===== src/hw/rtl/i2a_pkg.sv =====
// Package for integer_to_ascii_radix: payload types, character constants,
// divider status type and the digit-to-ASCII mapping. No dependencies.
`default_nettype none

package i2a_pkg;

   localparam int WORD_BITS_DEFAULT = 32;

   // Field widths of the transfer payloads
   localparam int VALUE_W  = 32;
   localparam int RADIX_W  = 6;
   localparam int CHAR_W   = 7;

   localparam logic [RADIX_W-1:0] RADIX_MIN = 6'd2;
   localparam logic [RADIX_W-1:0] RADIX_MAX = 6'd36;
   localparam logic [RADIX_W-1:0] RADIX_DEC = 6'd10;
   localparam logic [RADIX_W-1:0] DIGIT_TEN = 6'd10;

   localparam logic [CHAR_W-1:0] CHAR_MINUS  = 7'h2D;
   localparam logic [CHAR_W-1:0] CHAR_ZERO   = 7'h30;
   // 'A' minus ten, so that digit value ten maps to 'A'
   localparam logic [CHAR_W-1:0] CHAR_LETTER = 7'h37;

   typedef struct packed {
      logic [VALUE_W-1:0] value;
      logic [RADIX_W-1:0] radix;
      logic               signed_mode;
   } req_payload_type;

   typedef struct packed {
      logic [CHAR_W-1:0] character;
      logic              last;
   } rsp_payload_type;

   // Divider status toward the sequencer
   typedef struct packed {
      logic done;       // one-cycle pulse, quotient and remainder valid
      logic quo_zero;   // quotient is zero
   } div_status_type;

   function automatic logic [CHAR_W-1:0] digit_char(input logic [RADIX_W-1:0] d);
      logic [CHAR_W-1:0] dw;
      dw = CHAR_W'(d);
      if (d < DIGIT_TEN) begin
         return dw + CHAR_ZERO;
      end else begin
         return dw + CHAR_LETTER;
      end
   endfunction

endpackage

`default_nettype wire


===== src/hw/rtl/i2a_div.sv =====
// Iterative restoring divider: WORD_BITS-bit dividend by a 6-bit base,
// one quotient bit per cycle. Depends on i2a_pkg.
`default_nettype none

module i2a_div
   import i2a_pkg::*;
#(
   parameter int WORD_BITS = WORD_BITS_DEFAULT
) (
   input  wire logic                 clock,
   input  wire logic                 reset,
   input  wire logic                 start,
   input  wire logic [WORD_BITS-1:0] dividend,
   input  wire logic [RADIX_W-1:0]   divisor,
   output logic      [WORD_BITS-1:0] quotient,
   output logic      [RADIX_W-1:0]   remainder,
   output div_status_type            status
);

   localparam int CNT_W = (WORD_BITS > 1) ? $clog2(WORD_BITS) : 1;

   logic [WORD_BITS-1:0] quo_ff, quo_in;
   logic [RADIX_W-1:0]   rem_ff, rem_in;
   logic [CNT_W-1:0]     cnt_ff, cnt_in;
   logic                 busy_ff, busy_in;
   logic                 done_ff, done_in;

   logic [RADIX_W:0]     rem_shift;
   logic                 fits;

   // One shift-subtract step
   always_comb begin
      rem_shift = {rem_ff, quo_ff[WORD_BITS-1]};
      fits      = rem_shift >= {1'b0, divisor};
   end

   always_comb begin
      quo_in  = quo_ff;
      rem_in  = rem_ff;
      cnt_in  = cnt_ff;
      busy_in = busy_ff;
      done_in = 1'b0;
      if (start) begin
         quo_in  = dividend;
         rem_in  = '0;
         cnt_in  = CNT_W'(WORD_BITS - 1);
         busy_in = 1'b1;
      end else if (busy_ff) begin
         quo_in = {quo_ff[WORD_BITS-2:0], fits};
         rem_in = fits ? RADIX_W'(rem_shift - {1'b0, divisor}) : RADIX_W'(rem_shift);
         cnt_in = cnt_ff - CNT_W'(1);
         if (cnt_ff == '0) begin
            busy_in = 1'b0;
            done_in = 1'b1;
         end
      end
   end

   // Control state
   always_ff @(posedge clock) begin
      if (reset) begin
         busy_ff <= 1'b0;
         done_ff <= 1'b0;
      end else begin
         busy_ff <= busy_in;
         done_ff <= done_in;
      end
   end

   // Datapath
   always_ff @(posedge clock) begin
      quo_ff <= quo_in;
      rem_ff <= rem_in;
      cnt_ff <= cnt_in;
   end

   assign quotient        = quo_ff;
   assign remainder       = rem_ff;
   assign status.done     = done_ff;
   assign status.quo_zero = (quo_ff == '0);

endmodule

`default_nettype wire


===== src/hw/rtl/i2a_digit_stack.sv =====
// Digit store: one write port, one registered read port, WORD_BITS entries.
// Digits go in least significant first and are read back in reverse. Depends on i2a_pkg.
`default_nettype none

module i2a_digit_stack
   import i2a_pkg::*;
#(
   parameter int WORD_BITS = WORD_BITS_DEFAULT
) (
   input  wire logic                                clock,
   input  wire logic                                wr_en,
   input  wire logic [$clog2(WORD_BITS)-1:0]        wr_addr,
   input  wire logic [RADIX_W-1:0]                  wr_data,
   input  wire logic                                rd_en,
   input  wire logic [$clog2(WORD_BITS)-1:0]        rd_addr,
   output logic      [RADIX_W-1:0]                  rd_data
);

   logic [RADIX_W-1:0] mem [WORD_BITS];
   logic [RADIX_W-1:0] rd_data_ff;

   // Write port
   always_ff @(posedge clock) begin
      if (wr_en) begin
         mem[wr_addr] <= wr_data;
      end
   end

   // Registered read port
   always_ff @(posedge clock) begin
      if (rd_en) begin
         rd_data_ff <= mem[rd_addr];
      end
   end

   assign rd_data = rd_data_ff;

endmodule

`default_nettype wire


===== src/hw/rtl/integer_to_ascii_radix.sv =====
// integer_to_ascii_radix: converts one word into ASCII digits in base 2..36.
// Uses i2a_pkg, i2a_div and i2a_digit_stack.
//
// Usage:
//   req channel (req_valid/req_ready/req_payload) takes value, radix and
//   signed_mode. A radix below 2 acts as 2, above 36 as 36. In base ten with
//   signed_mode set and the top bit set, a '-' leads the magnitude's digits.
//   rsp channel (rsp_valid/rsp_ready/rsp_payload) gives one character per
//   transfer, most significant digit first; last marks the final one.
//   Each digit takes one pass of the shared shift-subtract divider, and each
//   character goes through the digit store's registered read port.
//   req_ready is high only when no conversion is in progress; the next
//   request may be taken while the final character still waits on rsp.
//   A stalled receiver holds rsp_valid and rsp_payload and pauses the
//   character readout; no character is dropped.
//   Reset (synchronous, active high) returns to idle and clears rsp_valid.
`default_nettype none

module integer_to_ascii_radix
   import i2a_pkg::*;
#(
   parameter int WORD_BITS = WORD_BITS_DEFAULT
) (
   input  wire logic            clock,
   input  wire logic            reset,
   input  wire logic            req_valid,
   output logic                 req_ready,
   input  wire req_payload_type req_payload,
   output logic                 rsp_valid,
   input  wire logic            rsp_ready,
   output rsp_payload_type      rsp_payload
);

   localparam int ADDR_W = $clog2(WORD_BITS);
   localparam int CNT_W  = $clog2(WORD_BITS + 1);

   typedef enum logic [4:0] {
      ST_IDLE = 5'b00001,
      ST_DIV  = 5'b00010,
      ST_SIGN = 5'b00100,
      ST_READ = 5'b01000,
      ST_EMIT = 5'b10000
   } state_type;

   state_type            state_ff, state_in;
   logic [CNT_W-1:0]     count_ff, count_in;
   logic [RADIX_W-1:0]   base_ff, base_in;
   logic                 neg_ff, neg_in;
   logic                 rsp_valid_ff, rsp_valid_in;
   rsp_payload_type      rsp_data_ff, rsp_data_in;

   logic                 accept;
   logic                 out_free;
   logic [RADIX_W-1:0]   base_sat;
   logic [WORD_BITS-1:0] word;
   logic                 word_neg;
   logic [WORD_BITS-1:0] mag;
   logic [CNT_W-1:0]     count_dec;

   logic                 div_start;
   logic [WORD_BITS-1:0] div_dividend;
   logic [WORD_BITS-1:0] div_quotient;
   logic [RADIX_W-1:0]   div_remainder;
   div_status_type       div_status;

   logic                 st_wr_en;
   logic                 st_rd_en;
   logic [RADIX_W-1:0]   st_rd_data;

   // Request decode: saturate base, pick sign and magnitude
   always_comb begin
      if (req_payload.radix < RADIX_MIN) begin
         base_sat = RADIX_MIN;
      end else if (req_payload.radix > RADIX_MAX) begin
         base_sat = RADIX_MAX;
      end else begin
         base_sat = req_payload.radix;
      end
      word     = WORD_BITS'(req_payload.value);
      word_neg = req_payload.signed_mode && (base_sat == RADIX_DEC) && word[WORD_BITS-1];
      mag      = word_neg ? (~word + WORD_BITS'(1)) : word;
   end

   assign req_ready = (state_ff == ST_IDLE);
   assign accept    = req_valid && req_ready;
   assign out_free  = !rsp_valid_ff || rsp_ready;
   assign count_dec = count_ff - CNT_W'(1);

   // Divider kick: first pass on accept, again while quotient is nonzero
   assign div_start    = accept ||
                         ((state_ff == ST_DIV) && div_status.done && !div_status.quo_zero);
   assign div_dividend = accept ? mag : div_quotient;
   assign st_wr_en     = (state_ff == ST_DIV) && div_status.done;
   assign st_rd_en     = (state_ff == ST_READ);

   // Sequencer
   always_comb begin
      state_in     = state_ff;
      count_in     = count_ff;
      base_in      = base_ff;
      neg_in       = neg_ff;
      rsp_valid_in = rsp_valid_ff && !rsp_ready;
      rsp_data_in  = rsp_data_ff;
      unique case (state_ff)
         ST_IDLE: begin
            if (accept) begin
               base_in  = base_sat;
               neg_in   = word_neg;
               count_in = '0;
               state_in = ST_DIV;
            end
         end
         ST_DIV: begin
            if (div_status.done) begin
               count_in = count_ff + CNT_W'(1);
               if (div_status.quo_zero) begin
                  state_in = neg_ff ? ST_SIGN : ST_READ;
               end
            end
         end
         ST_SIGN: begin
            if (out_free) begin
               rsp_valid_in          = 1'b1;
               rsp_data_in.character = CHAR_MINUS;
               rsp_data_in.last      = 1'b0;
               state_in              = ST_READ;
            end
         end
         ST_READ: begin
            count_in = count_dec;
            state_in = ST_EMIT;
         end
         ST_EMIT: begin
            if (out_free) begin
               rsp_valid_in          = 1'b1;
               rsp_data_in.character = digit_char(st_rd_data);
               rsp_data_in.last      = (count_ff == '0);
               state_in              = (count_ff == '0) ? ST_IDLE : ST_READ;
            end
         end
         default: begin
            state_in = ST_IDLE;
         end
      endcase
   end

   // Control state
   always_ff @(posedge clock) begin
      if (reset) begin
         state_ff     <= ST_IDLE;
         rsp_valid_ff <= 1'b0;
      end else begin
         state_ff     <= state_in;
         rsp_valid_ff <= rsp_valid_in;
      end
   end

   // Working registers and output payload
   always_ff @(posedge clock) begin
      count_ff    <= count_in;
      base_ff     <= base_in;
      neg_ff      <= neg_in;
      rsp_data_ff <= rsp_data_in;
   end

   assign rsp_valid   = rsp_valid_ff;
   assign rsp_payload = rsp_data_ff;

   i2a_div #(
      .WORD_BITS (WORD_BITS)
   ) u_div (
      .clock     (clock),
      .reset     (reset),
      .start     (div_start),
      .dividend  (div_dividend),
      .divisor   (accept ? base_sat : base_ff),
      .quotient  (div_quotient),
      .remainder (div_remainder),
      .status    (div_status)
   );

   i2a_digit_stack #(
      .WORD_BITS (WORD_BITS)
   ) u_stack (
      .clock   (clock),
      .wr_en   (st_wr_en),
      .wr_addr (count_ff[ADDR_W-1:0]),
      .wr_data (div_remainder),
      .rd_en   (st_rd_en),
      .rd_addr (count_dec[ADDR_W-1:0]),
      .rd_data (st_rd_data)
   );

endmodule

`default_nettype wire


===== config.mk =====
export PLATFORM = sky130hd
export DESIGN_NAME = integer_to_ascii_radix
export DESIGN_NICKNAME = d
export VERILOG_FILES = /design/src/hw/rtl/i2a_pkg.sv /design/src/hw/rtl/i2a_div.sv /design/src/hw/rtl/i2a_digit_stack.sv /design/src/hw/rtl/integer_to_ascii_radix.sv
export SDC_FILE = /design/constraint.sdc
export NUM_CORES = 1
export LEC_CHECK = 0
export ABC_AREA = 1
export BUFFER_PORTS_ARGS = -buffer_cell sky130_fd_sc_hd__clkbuf_2
export CAP_MARGIN = 10
export CORE_MARGIN = 2
export CORE_UTILIZATION = 56
export DETAILED_ROUTE_END_ITERATION = 8
export GPL_TIMING_DRIVEN = 0
export PLACE_DENSITY_LB_ADDON = 0.05
export SETUP_SLACK_MARGIN = 0.02
export SYNTH_ARGS = -nofsm -noshare
export SYNTH_HDL_FRONTEND = slang
export SYNTH_HIERARCHICAL = 1
export SYNTH_SLANG_ARGS = --single-unit
export TNS_END_PERCENT = 5

===== constraint.sdc =====
create_clock -name clock -period 2.84 [get_ports clock]
set_clock_uncertainty 0.1 [all_clocks]
set_input_delay 0.284 -clock clock [delete_from_list [all_inputs] [get_ports clock]]
set_output_delay 0.284 -clock clock [all_outputs]
set_load 0.01 [all_outputs]

* Word level (Yosys, flattened, before mapping) *
Memories as Yosys holds them, arrays and structs flattened. A register that Yosys moved wholly into a read port is not among the register bits.
Cells that the tools add are included.
W data, S select, Z words.

word-level totals
  output and inout port bits = 10
  memory bits (writable) = 192
  input port bits = 43
  logic and storage cells = 93
  memories kept = 1
  bits in registers = 72

memory list
  memory       depth  width  read ports  clocked after memory_dff  wr ports  RTL line               text
  u_stack.mem  32     6      1           1                         1         i2a_digit_stack.sv:19  logic [RADIX_W-1:0] mem [WORD_BITS];

cells by class
  mux-type cells = 31
  order comparisons = 4
  reductions and logical operators = 24
  $add $sub $neg = 7
  eq/ne operators = 12
  bitwise gates (word level) = 2

operator list
  cell                     count
  $mux W32                 4
  $mux W6                  6
  $add A32 B1 Y32 const B  1
  $logic_not A32 Y1        1
  $not A32 Y32             1
  $mux W5                  5
  $pmux W5 S5              1
  $pmux W6 S3              1
  $mux W8                  2
  $pmux W8 S2              1
  $add A6 B6 Y7 const B    2
  $mux W1                  8
  $mux W4                  2
  $ne A2 B2 Y1 const B     4
  $ge A7 B6 Y1             1
  $mux W7                  1
  $add A6 B1 Y6 const B    1
  $eq A6 B4 Y1 const B     1
  $gt A6 B6 Y1 const B     1
  $logic_and A1 B1 Y1      6
  $logic_not A6 Y1         1
  $lt A6 B2 Y1 const B     1
  $lt A6 B4 Y1 const B     1
  $reduce_and A3 Y1        2
  19 further kinds         25

* Depth between registers and ports, before layout *
Gate-level depths: netlist of run 1.

  depth in word-level cells = 9
  mapped depth = 18
  mapped depth without buffers = 17

* Cells and area by module *
The synthesis of run 1 kept the hierarchy.

by module, submodules not included
  module                  seq. area each (µm²)  instances  area an instance (µm²)  cells an instance
  i2a_digit_stack         5,945.7               1          8,137.8                 704
  integer_to_ascii_radix  750.7                 1          3,171.8                 561
  i2a_div                 1,221.2               1          2,399.8                 281

* Least setup slack after synthesis of run 1 *
OpenSTA, ideal clock, no wires.

  kind = reg-to-reg
  start point = register state_ff[3]
  end point = register u_div.quo_ff[0], in the netlist u_div/quotient[0], enable pin
  path buffers = 2
  setup slack = 199 ps
  cell stages (with the launch flop) = 10
  data required time = 2,353 ps
  library setup time = 387 ps
  clock period less this slack = 2,641 ps
  arrival = 2,153 ps
  cell sequence = dfxtp_1 -> nor2_1 -> nand3_1 -> nor2_4 -> inv_2 -> clkbuf_1 -> nand2_1 -> buf_2 -> nor2_2 -> inv_1

on the way
  longest elaborated chain between the ends = 6
  elaborated cells on any way between the ends = 9
  those cells by class = eq/ne (3); reduce/logical (6)

ends and longest elaborated chain
  item                                                          RTL line                       text
  from (decl)                                                   integer_to_ascii_radix.sv:45   state_type state_ff, state_in;
  from (signal assigned)                                        integer_to_ascii_radix.sv:153  state_ff <= state_in;
  $eq A5 B2 Y1                                                  integer_to_ascii_radix.sv:91   ((state_ff == ST_DIV) && div_status.done && !div_status.quo_zero);
  $logic_and A1 B1 Y1 (2 in a row)                              integer_to_ascii_radix.sv:91
  $logic_or A1 B1 Y1 *                                          integer_to_ascii_radix.sv:90   assign div_start = accept ||
  via div_start                                                 integer_to_ascii_radix.sv:60   logic div_start;
  $ne A2 B2 Y1 (no line) or $reduce_bool A2 Y1 (tied branches)  n/a
  $reduce_and A2 Y1 (no line) *                                 n/a
  to (signal assigned)                                          i2a_div.sv:72                  quo_ff <= quo_in;
  to (decl)                                                     i2a_div.sv:22                  logic [WORD_BITS-1:0] quo_ff, quo_in;

The timed path passes the listed nets; every way through them passes the cells marked *.
A chain may end at the register's enable or synchronous reset.

* Final worst setup path of run 1 *
  start point = register state_ff[3]
  end point = memory u_stack.mem[27][1], enable pin

on the way
  longest elaborated chain between the ends = 4

ends and longest elaborated chain
  item                           RTL line                      text
  $eq A5 B2 Y1                   integer_to_ascii_radix.sv:93  assign st_wr_en = (state_ff == ST_DIV) && div_status.done;
  $logic_and A1 B1 Y1            integer_to_ascii_radix.sv:93
  via st_wr_en                   integer_to_ascii_radix.sv:66  logic st_wr_en;
  $mux W1                        i2a_digit_stack.sv:24         if (wr_en) begin
  $mux W1 (not written as such)  i2a_digit_stack.sv:25         mem[wr_addr] <= wr_data;
  to (decl)                      i2a_digit_stack.sv:19

The timed path passes the listed nets, and every way through them passes these cells.

==> impl_metrics.tcl, run 1 <==
set metrics [dict create \
    outcome "completed" \
    cts_max_level 1 \
    hold_viol 0 \
    synthAdderAreaFrac 0.0152 \
    gr-total-overflow 0 \
    grt_max_degree 36 \
    synth_simple_gate_area_frac 0.313 \
    cts_tree "built" \
    multi_input_area_sq_um 5140 \
    slew-limit-headroom 0.412 \
    synth_ff_type "edfxtp_1" \
    cp_max_fo 8 \
    power.density_nw_per_um2 1010 \
    rsz0062_at_grt "yes" \
    synth-seq-cells 270 \
    wl_mm 36.4 \
    final_common_cell "nand2_1" \
    rows 57 \
    critical_path_class "reg -> reg" \
    peakVddDrop_mv 0.836 \
    drc_errors 0 \
    gp_routability_congestion 0.958 \
    synth_warnings 6 \
    synth_compound_area_frac 0.0381 \
    slew_viol_final 0 \
    cp-end-kind "flip-flop" \
    period_needed_ns 2.73 \
    cp_data_arrival_time_ns 2.80 \
    grt_pass1_vias 10600 \
    first_pass_iters 5 \
    track_usage 0.286 \
    tns_ns 0 \
    crit_required_ns 2.91 \
    fill_cells 2027 \
    clock_latency_ns 0.53 \
    seq_area_frac_synth 0.578 \
    leakagePower_nw 6.36 \
    portBuffers 52 \
    max_cap_violations 0 \
    seqCellArea_sq_um 7920 \
    syn_to_final_growth_pct 12.5 \
    dieArea_sq_um 25700 \
    boundaryPins 53 \
    die_w_um 160 \
    cts.sinks 270 \
    synth_cell_types 46 \
    cts-buffers-inserted 27 \
    synthCells 1546 \
    synthesis.nets 1605 \
    antenna_found_initial 0 \
    setup_viol_count_final 0 \
    die_h_um 160 \
    avgSynthCellArea_sq_um 8.87 \
    fmax_mhz 366 \
    ant_nets 0 \
    route.vias.total 11000 \
    fin_crit_sh 0.962 \
    syn_area_sq_um 13700 \
    hold_path_class "in -> reg" \
    wl_per_cell_um 18.3 \
    final_cell_mix "609 x nand2_1, 251 x edfxtp_1, 224 x nand3_1" \
    core_sq_um 24200 \
    cp-start-kind "flip-flop" \
    async_reset_ff_frac 0 \
    synthMuxAreaShare 0 \
    tightestPinTransition_ns 0.881 \
    grt_pass1_wl_mm 56.7 \
    initial_utilization 0.567 \
    p_total_mw 15.6 \
    drive_gt1_frac 0.118 \
    n_antenna_cell 0 \
    clock_path_buffers 3 \
    routed_via_density 5.56 \
    clkTransAtPathRegs_ns 0.07 \
    num-nets-final 1699 \
    clock-root-buffer "clkbuf_16" \
    synth_top_family_by_area "simple AND/OR/NAND/NOR gates" \
    synth-xor-area-share 0.00319 \
    synth_edf_count 251 \
    drt_iter0_drc 935 \
    dpl.hpwl_mm 26.1 \
]
==> where the power goes <==
| part | leakage (nW) | total [mW] | internal [mW] | switching, mW |
|---|---|---|---|---|
| Clock | 0.399 | 3.27 | 1.81 | 1.46 |
| Combinational | 3.47 | 6.37 | 2.06 | 4.31 |
| Sequential | 2.49 | 5.94 | 5.26 | 0.680 |
| Total | 6.36 | 15.6 | 9.13 | 6.45 |
==> critical path, cell delays in order, from the launching register on <==
cell	delay (ns)
dfxtp_1	0.34
nor2_4	0.15
nand4_2	0.20
nor2_1	0.34
nand3_1	0.54
nor2_1	0.68
==> registers in the layout (all words and copies together), names as in the netlist <==
register,count
u_stack/mem,192
u_div/quotient,32
rsp_payload,8
base_ff,6
count_ff,6
u_div/remainder,6
u_stack/rd_data,6
state_ff,5
u_div/cnt_ff,5
neg_ff,1
rsp_valid,1
u_div/busy_ff,1
u_div/done_ff,1
==> routing by layer <==
layer | wire length (um) | vias up | global-route usage
li1 | - | 5382 | -
met1 | 14800 | 5170 | 0.368
met2 | 18200 | 397 | 0.505
met3 | 2250 | 70 | 0.0343
met4 | 1120 | 0 | 0.0995
met5 | 0 | - | 0
==> cells by family after synthesis <==
family,Yosys count
and+or+nand+nor,1010
DFF,270
buffers and inverters,159
AOI/OAI and AO/OA,86
adders and majority gates,16
xor gates and xnor gates,5
==> path summary, 6_finish.rpt <==
kind,startpoint,end,slack (ns),cells past startpoint
max,state_ff[3],u_stack/mem[27][1],0.11,5
max reg2reg,state_ff[3],u_stack/mem[27][1],0.11,5
min reg2reg,u_div/cnt_ff[3],u_div/cnt_ff[3],0.37,1
min,rsp_ready,rsp_valid,0.03,4
==> synth_stat cells, types with 5 or more instances <==
library cell,number,area (sq um)
dfxtp_1,19,380
nand2_1,610,2290
edfxtp_1,251,7540
a21oi_1,21,105
nand4_1,9,56.3
buf_4,7,52.6
clkbuf_1,17,63.8
buf_6,5,56.3
o21ai_1,16,80.1
o21ai_0,20,100
ha_1,15,188
inv_2,5,18.8
xor2_1,5,43.8
inv_1,92,345
nor4_1,10,62.6
o21bai_1,15,113
buf_2,28,140
nor2_1,126,473
nand3_1,225,1130
==> final cells by class <==
type	count	share of cell area
timing repair inverter	1	0.000487
tap	324	0.0263
timing repair buffer	64	0.0251
buffer	60	0.0246
multi-input combinational	1117	0.333
clock buffer	36	0.0473
clock inverter	12	0.00478
sequential	270	0.514
inverter	99	0.0247
==> per-stage QoR <==
stage | std cells | utilization | cell area (sq um) | hold WS (ns) | setup WS [ns]
global route | 1983 | 0.638 | 15400 | 0.0363 | -0.111
CTS | 1980 | 0.634 | 15300 | 0.0183 | 0.0240
finish | 1983 | 0.638 | 15400 | 0.0296 | 0.107
floorplan | 1546 | - | 13700 | 0.253 | 0.199
global placement | 1922 | 0.595 | 14400 | 0.342 | -0.641
detailed placement | 1924 | 0.596 | 14400 | 0.354 | -0.721
==> what timing repair did <==
item / CTS / global route
endpoints found under the setup margin: 56 / 186
hold endpoints to repair: 5 / 0
resized for setup: 12 / 27
hold buffers: 2 / 0
pin swaps: 1 / 2
setup buffers: 5 / 3
cloned: 1 / 0
(Power assumes the default switching activity.)
==> run 2, diff against run 1 <==
Settings changed: CORE_MARGIN 2 to unset.
Clock period 2.84 ns to 2.5 ns, I/O delays scaled along.
==> run 2 against run 1 <==
Net effect:
- the flow now finishes with violations (setup timing)
- first-iteration DRC count up 6.8%
- wire length up 2.0%
- fmax rose by 7.8%
- hold slack better by 0.039 ns
- critical path type unchanged
- largest power group unchanged
==> impl_metrics.tcl, run 2 (synthesis results as in run 1) <==
set metrics [dict create \
    clock_path_buffers 3 \
    cp-start-kind "flip-flop" \
    power.density_nw_per_um2 1180 \
    seqCellArea_sq_um 7920 \
    cpPeakStageDelay_ns 0.35 \
    drt_iter0_drc 999 \
    hp-start "req_payload[6]" \
    grt_max_degree 36 \
    violations "setup timing" \
    critPathMostFrequentCell "nand2_1" \
    core_sq_um 23800 \
    leakagePower_nw 6.66 \
    fmax_mhz 394 \
    rsz0062_at_grt "yes" \
    wl_per_cell_um 18.4 \
    cp_cell_sequence "nor2_4 > nand3_2 > nor2_4 > buf_6 > buf_8 > nand2_1 > nand2_1 > inv_1 > ha_4 > nand2_1 > nand2_2 > nand2_1 > nand2_1 > nor2b_4 > a31oi_1" \
    first_pass_iters 6 \
    track_usage 0.300 \
    cts-buffers-inserted 29 \
    cp_data_arrival_time_ns 2.72 \
    clkTransAtPathRegs_ns 0.06 \
    crit_required_ns 2.69 \
    dpl.hpwl_mm 26.4 \
    num-nets-final 1732 \
    rrSetupSlack_ns -0.04 \
    cts_max_level 1 \
    dieArea_sq_um 25100 \
    antenna_found_initial 0 \
    routed_via_density 5.62 \
    gr-total-overflow 0 \
    initial_utilization 0.577 \
    boundaryPins 53 \
    multi_input_area_sq_um 5380 \
    slew-limit-headroom 0.407 \
    cts.sinks 270 \
    max_cap_violations 0 \
    critical_path_class "reg -> reg" \
    grt_pass1_wl_mm 56.3 \
    clock-root-buffer "clkbuf_16" \
    final_common_cell "nand2_1" \
    cts_tree "built" \
    rows 56 \
    whs_ns 0.0689 \
    critPathSlowestCell "dfxtp_2" \
    die_h_um 158 \
    worstSetupStartpoint "state_ff[2]" \
    ant_nets 0 \
    whs_endpoint "base_ff[5]" \
    rr_startpoint "state_ff[2]" \
    portBuffers 52 \
    grt_pass1_vias 10500 \
    final.setup.worst_slack_ns -0.0361 \
    tns_ns -0.0448 \
    tightestPinTransition_ns 0.889 \
    slew_viol_final 0 \
    clock_latency_ns 0.55 \
    reg2reg_to "u_div/quotient[0]" \
    outcome "complete, but fails checks" \
    fin_crit_sh 1.01 \
    wl_mm 37.1 \
    route.vias.total 11300 \
    drc_errors 0 \
    gp_routability_congestion 0.972 \
    n_antenna_cell 0 \
    final_cell_mix "604 x nand2_1, 251 x edfxtp_1, 217 x nand3_1" \
    peakVddDrop_mv 1.21 \
    p_total_mw 19.1 \
    syn_to_final_growth_pct 18.2 \
    drive_gt1_frac 0.177 \
    hold_path_class "in -> reg" \
    setup_viol_count_final 3 \
    cp-end-kind "flip-flop" \
    cp_max_fo 6 \
    largest_register_ffs 192 \
    die_w_um 158 \
    largest-register "u_stack/mem" \
    hold_depth 3 \
    period_needed_ns 2.54 \
    fill_cells 1837 \
    r2r_cells 15 \
    hold_viol 0 \
]
run 2: worst max-delay path: cells and delay by family, from the launching register on:
family / cells / cell delay, ns
AOI/OAI and AO/OA: 1 / 0.09
and+or+nand+nor: 10 / 1.12
buffers and inverters: 3 / 0.35
DFF: 1 / 0.35
adders and majority gates: 1 / 0.25
run 2: power breakdown:
part	switching, mW	leakage (nW)	internal (mW)
Clock	1.74	0.491	2.67
Combinational	5.26	3.68	2.79
Sequential	0.692	2.49	5.97
Total	7.69	6.66	11.4
run 2: worst max path at each step:
stage	cells past startpoint	slack, ns	to
5_1_grt	17	-0.13	u_div/remainder[2]
6_report	15	-0.04	u_div/quotient[0]
3_5_place_dp	9	-1.13	u_div/quotient[13]
3_3_place_gp	9	-1.09	u_div/quotient[13]
4_1_cts	5	-0.18	u_stack/mem[19][3]
2_1_floorplan	16	-0.08	u_div/remainder[4]
run 2: timing repair:
item | 4_1_cts | 5_1_grt
hold buffers | 3 | 0
setup buffers | 20 | 15
gates cloned | 1 | 0
gates resized for setup | 63 | 55
endpoints found under the setup margin | 275 | 282
pin swaps | 7 | 14
hold endpoints to repair | 7 | 0
run 2: cell type report:
class / instances / share of cell area
multi-input combinational: 1117 / 0.332
tap: 319 / 0.0246
clock inverter: 15 / 0.0117
timing repair buffer: 95 / 0.0439
inverter: 99 / 0.0236
timing repair inverter: 1 / 0.000463
buffer: 60 / 0.0253
sequential: 270 / 0.489
clock buffer: 39 / 0.0496
run 2: through the flow:
stage / setup WS (ns) / utilization / cell area (sq um) / cells
after floorplan: -0.0758 / - / 13700 / 1546
after global placement: -1.09 / 0.605 / 14400 / 1917
after detailed placement: -1.13 / 0.611 / 14500 / 1922
after global routing: -0.130 / 0.682 / 16200 / 2015
final: -0.0361 / 0.682 / 16200 / 2015
after CTS: -0.180 / 0.670 / 15900 / 2000
run 2: per-layer routing:
| layer | vias to the layer above | track usage | wire, um |
|---|---|---|---|
| li1 | 5447 | - | - |
| met1 | 5342 | 0.376 | 15000 |
| met2 | 446 | 0.538 | 18600 |
| met3 | 85 | 0.0275 | 2190 |
| met4 | 0 | 0.114 | 1370 |
| met5 | - | 0 | 0 |
==> run 3, diff against run 2 <==
Settings changed: PLACE_DENSITY set to 0.76, PLACE_DENSITY_LB_ADDON 0.05 to unset.
==> run 3 against run 2 <==
Net effect:
- the run still ends with setup timing left
- die area stayed put
- global-route usage is 0.55 points lower
- sequential power hardly changed
- count of clock-buffer cells in the layout stayed put
- critical path type unchanged
- critical endpoint is now u_div/remainder[4]
- combinational power is 2.5% lower
- cell count is 1.1% lower
==> impl_metrics.tcl, run 3 (synthesis results as in run 1) <==
set metrics [dict create \
    clock-root-buffer "clkbuf_16" \
    final_common_cell "nand2_1" \
    clock_path_buffers 3 \
    wl_mm 36.6 \
    p_total_mw 18.7 \
    rsz0062_at_grt "yes" \
    gp_routability_congestion 0.954 \
    fin_crit_sh 1.03 \
    cts_tree "built" \
    fmax_mhz 387 \
    portBuffers 52 \
    peakVddDrop_mv 0.942 \
    power.density_nw_per_um2 1180 \
    fin_cells 1992 \
    cp_cell_sequence "nor2_4 > nand3_4 > nor2_4 > clkinv_4 > buf_6 > nand2_1 > nand2_1 > inv_1 > ha_4 > nand2_1 > nand2_1 > a21oi_1 > nand3_4 > nand2_1 > nand2_2 > o21bai_4" \
    leakagePower_nw 6.51 \
    route.vias.total 11400 \
    drc_errors 0 \
    critPathSlowestCell "dfxtp_2" \
    grt_pass1_wl_mm 55.8 \
    final.setup.worst_slack_ns -0.0855 \
    max_cap_violations 0 \
    cp_data_arrival_time_ns 2.98 \
    tns_ns -0.378 \
    dp.cells 1920 \
    cpLargestDelayFamily "simple AND/OR/NAND/NOR gates" \
    track_usage 0.295 \
    critical_path_class "reg -> reg" \
    place_ws_ns -0.998 \
    drt_iter0_drc 1213 \
    p_switching_mw 7.66 \
    critPathBufInv 3 \
    postLayoutCoreUtil 0.670 \
    final_cell_mix "605 x nand2_1, 251 x edfxtp_1, 220 x nand3_1" \
    initial_utilization 0.577 \
    pwr-share-clk 0.225 \
    cts_max_level 1 \
    rows 56 \
    gr-total-overflow 0 \
    setup_viol_count_final 8 \
    period_needed_ns 2.59 \
    hold_viol 0 \
    dpl.hpwl_mm 25.7 \
    clkTransAtPathRegs_ns 0.06 \
    outcome "complete, but fails checks" \
    slew_viol_final 0 \
    cp-end-kind "flip-flop" \
    drive_gt1_frac 0.157 \
    clock_latency_ns 0.56 \
    core_sq_um 23800 \
    switching_share 0.409 \
    hold_path_class "in -> reg" \
    p_comb_frac 0.419 \
    grt_pass1_vias 10400 \
    p_seq_frac 0.356 \
    tightestPinTransition_ns 1.01 \
    critPathMostFrequentCell "nand2_1" \
    internal_power_mw 11.1 \
    die_h_um 158 \
    cts-buffers-inserted 28 \
    cts.sinks 270 \
    boundaryPins 53 \
    cpPeakStageDelay_ns 0.34 \
    dieArea_sq_um 25100 \
    fill_cells 1834 \
    die_w_um 158 \
    grt_max_degree 36 \
    num-nets-final 1710 \
    cp_max_fo 10 \
    routed_via_density 5.75 \
    violations "setup timing" \
    crit_required_ns 2.89 \
    largest_register_ffs 192 \
    ant_nets 0 \
    first_pass_iters 5 \
    slew-limit-headroom 0.329 \
    largest-register "u_stack/mem" \
    cp-start-kind "flip-flop" \
    syn_to_final_growth_pct 16.1 \
    n_antenna_cell 0 \
    wl_per_cell_um 18.4 \
    antenna_found_initial 1 \
]
run 3: layer usage:
metal	GRT usage	vias up	routed length (um)
li1	-	5400	-
met1	0.428	5369	15700
met2	0.439	596	15900
met3	0.0634	81	3870
met4	0.0975	2	1040
met5	0	-	9
run 3: worst reg2reg max path: stages, from the launching register on:
cell and delay, ns:
dfxtp_2 0.34, nor2_4 0.16, nand3_4 0.12, nor2_4 0.21
clkinv_4 0.15, buf_6 0.18, nand2_1 0.06, nand2_1 0.06
inv_1 0.10, ha_4 0.22, nand2_1 0.07, nand2_1 0.09
a21oi_1 0.25, nand3_4 0.17, nand2_1 0.12, nand2_2 0.06
o21bai_4 0.10
run 3: through the flow:
stage | cell area [sq um] | hold WS, ns
finish | 15900 | 0.0730
global route | 15900 | 0.0818
CTS | 15700 | 0.0447
detailed placement | 14400 | 0.343
global placement | 14400 | 0.341
floorplan | 13700 | 0.219
run 3: path summary, 6_finish.rpt:
| check | depth (start not counted) | end | slack [ns] | from |
|---|---|---|---|---|
| max | 16 | u_div/remainder[4] | -0.09 | state_ff[3] |
| min | 4 | state_ff[0] | 0.07 | req_valid |
| max reg2reg | 16 | u_div/remainder[4] | -0.09 | state_ff[3] |
| min reg2reg | 2 | u_div/cnt_ff[4] | 0.36 | u_div/cnt_ff[4] |
run 3: power groups by stage:
stage | sequential, mW | combinational (mW) | clock (mW)
after floorplan | 6.48 | 4.74 | 0
after global placement | 6.84 | 6.57 | 0
after detailed placement | 6.76 | 6.92 | 0
after CTS | 6.68 | 7.32 | 4.24
after global routing | 6.74 | 8.55 | 4.43
final | 6.67 | 7.85 | 4.21
run 3: layout make-up:
type / instances / area (sq um) / area share
buffer: 60 / 412 / 0.0259
clock buffer: 39 / 772 / 0.0485
clock inverter: 13 / 176 / 0.0111
inverter: 99 / 384 / 0.0241
multi-input combinational: 1117 / 5340 / 0.336
sequential: 270 / 7920 / 0.498
tap: 319 / 399 / 0.0251
timing repair buffer: 74 / 502 / 0.0315
timing repair inverter: 1 / 7.51 / 0.000472
run 3: repair_timing:
action / CTS / global route
hold buffers: 2 / 0
gates resized for setup: 77 / 33
setup buffers: 8 / 8
hold endpoints to repair: 7 / 0
gates cloned: 1 / 0
pin swaps: 3 / 11
endpoints found under the setup margin: 274 / 196
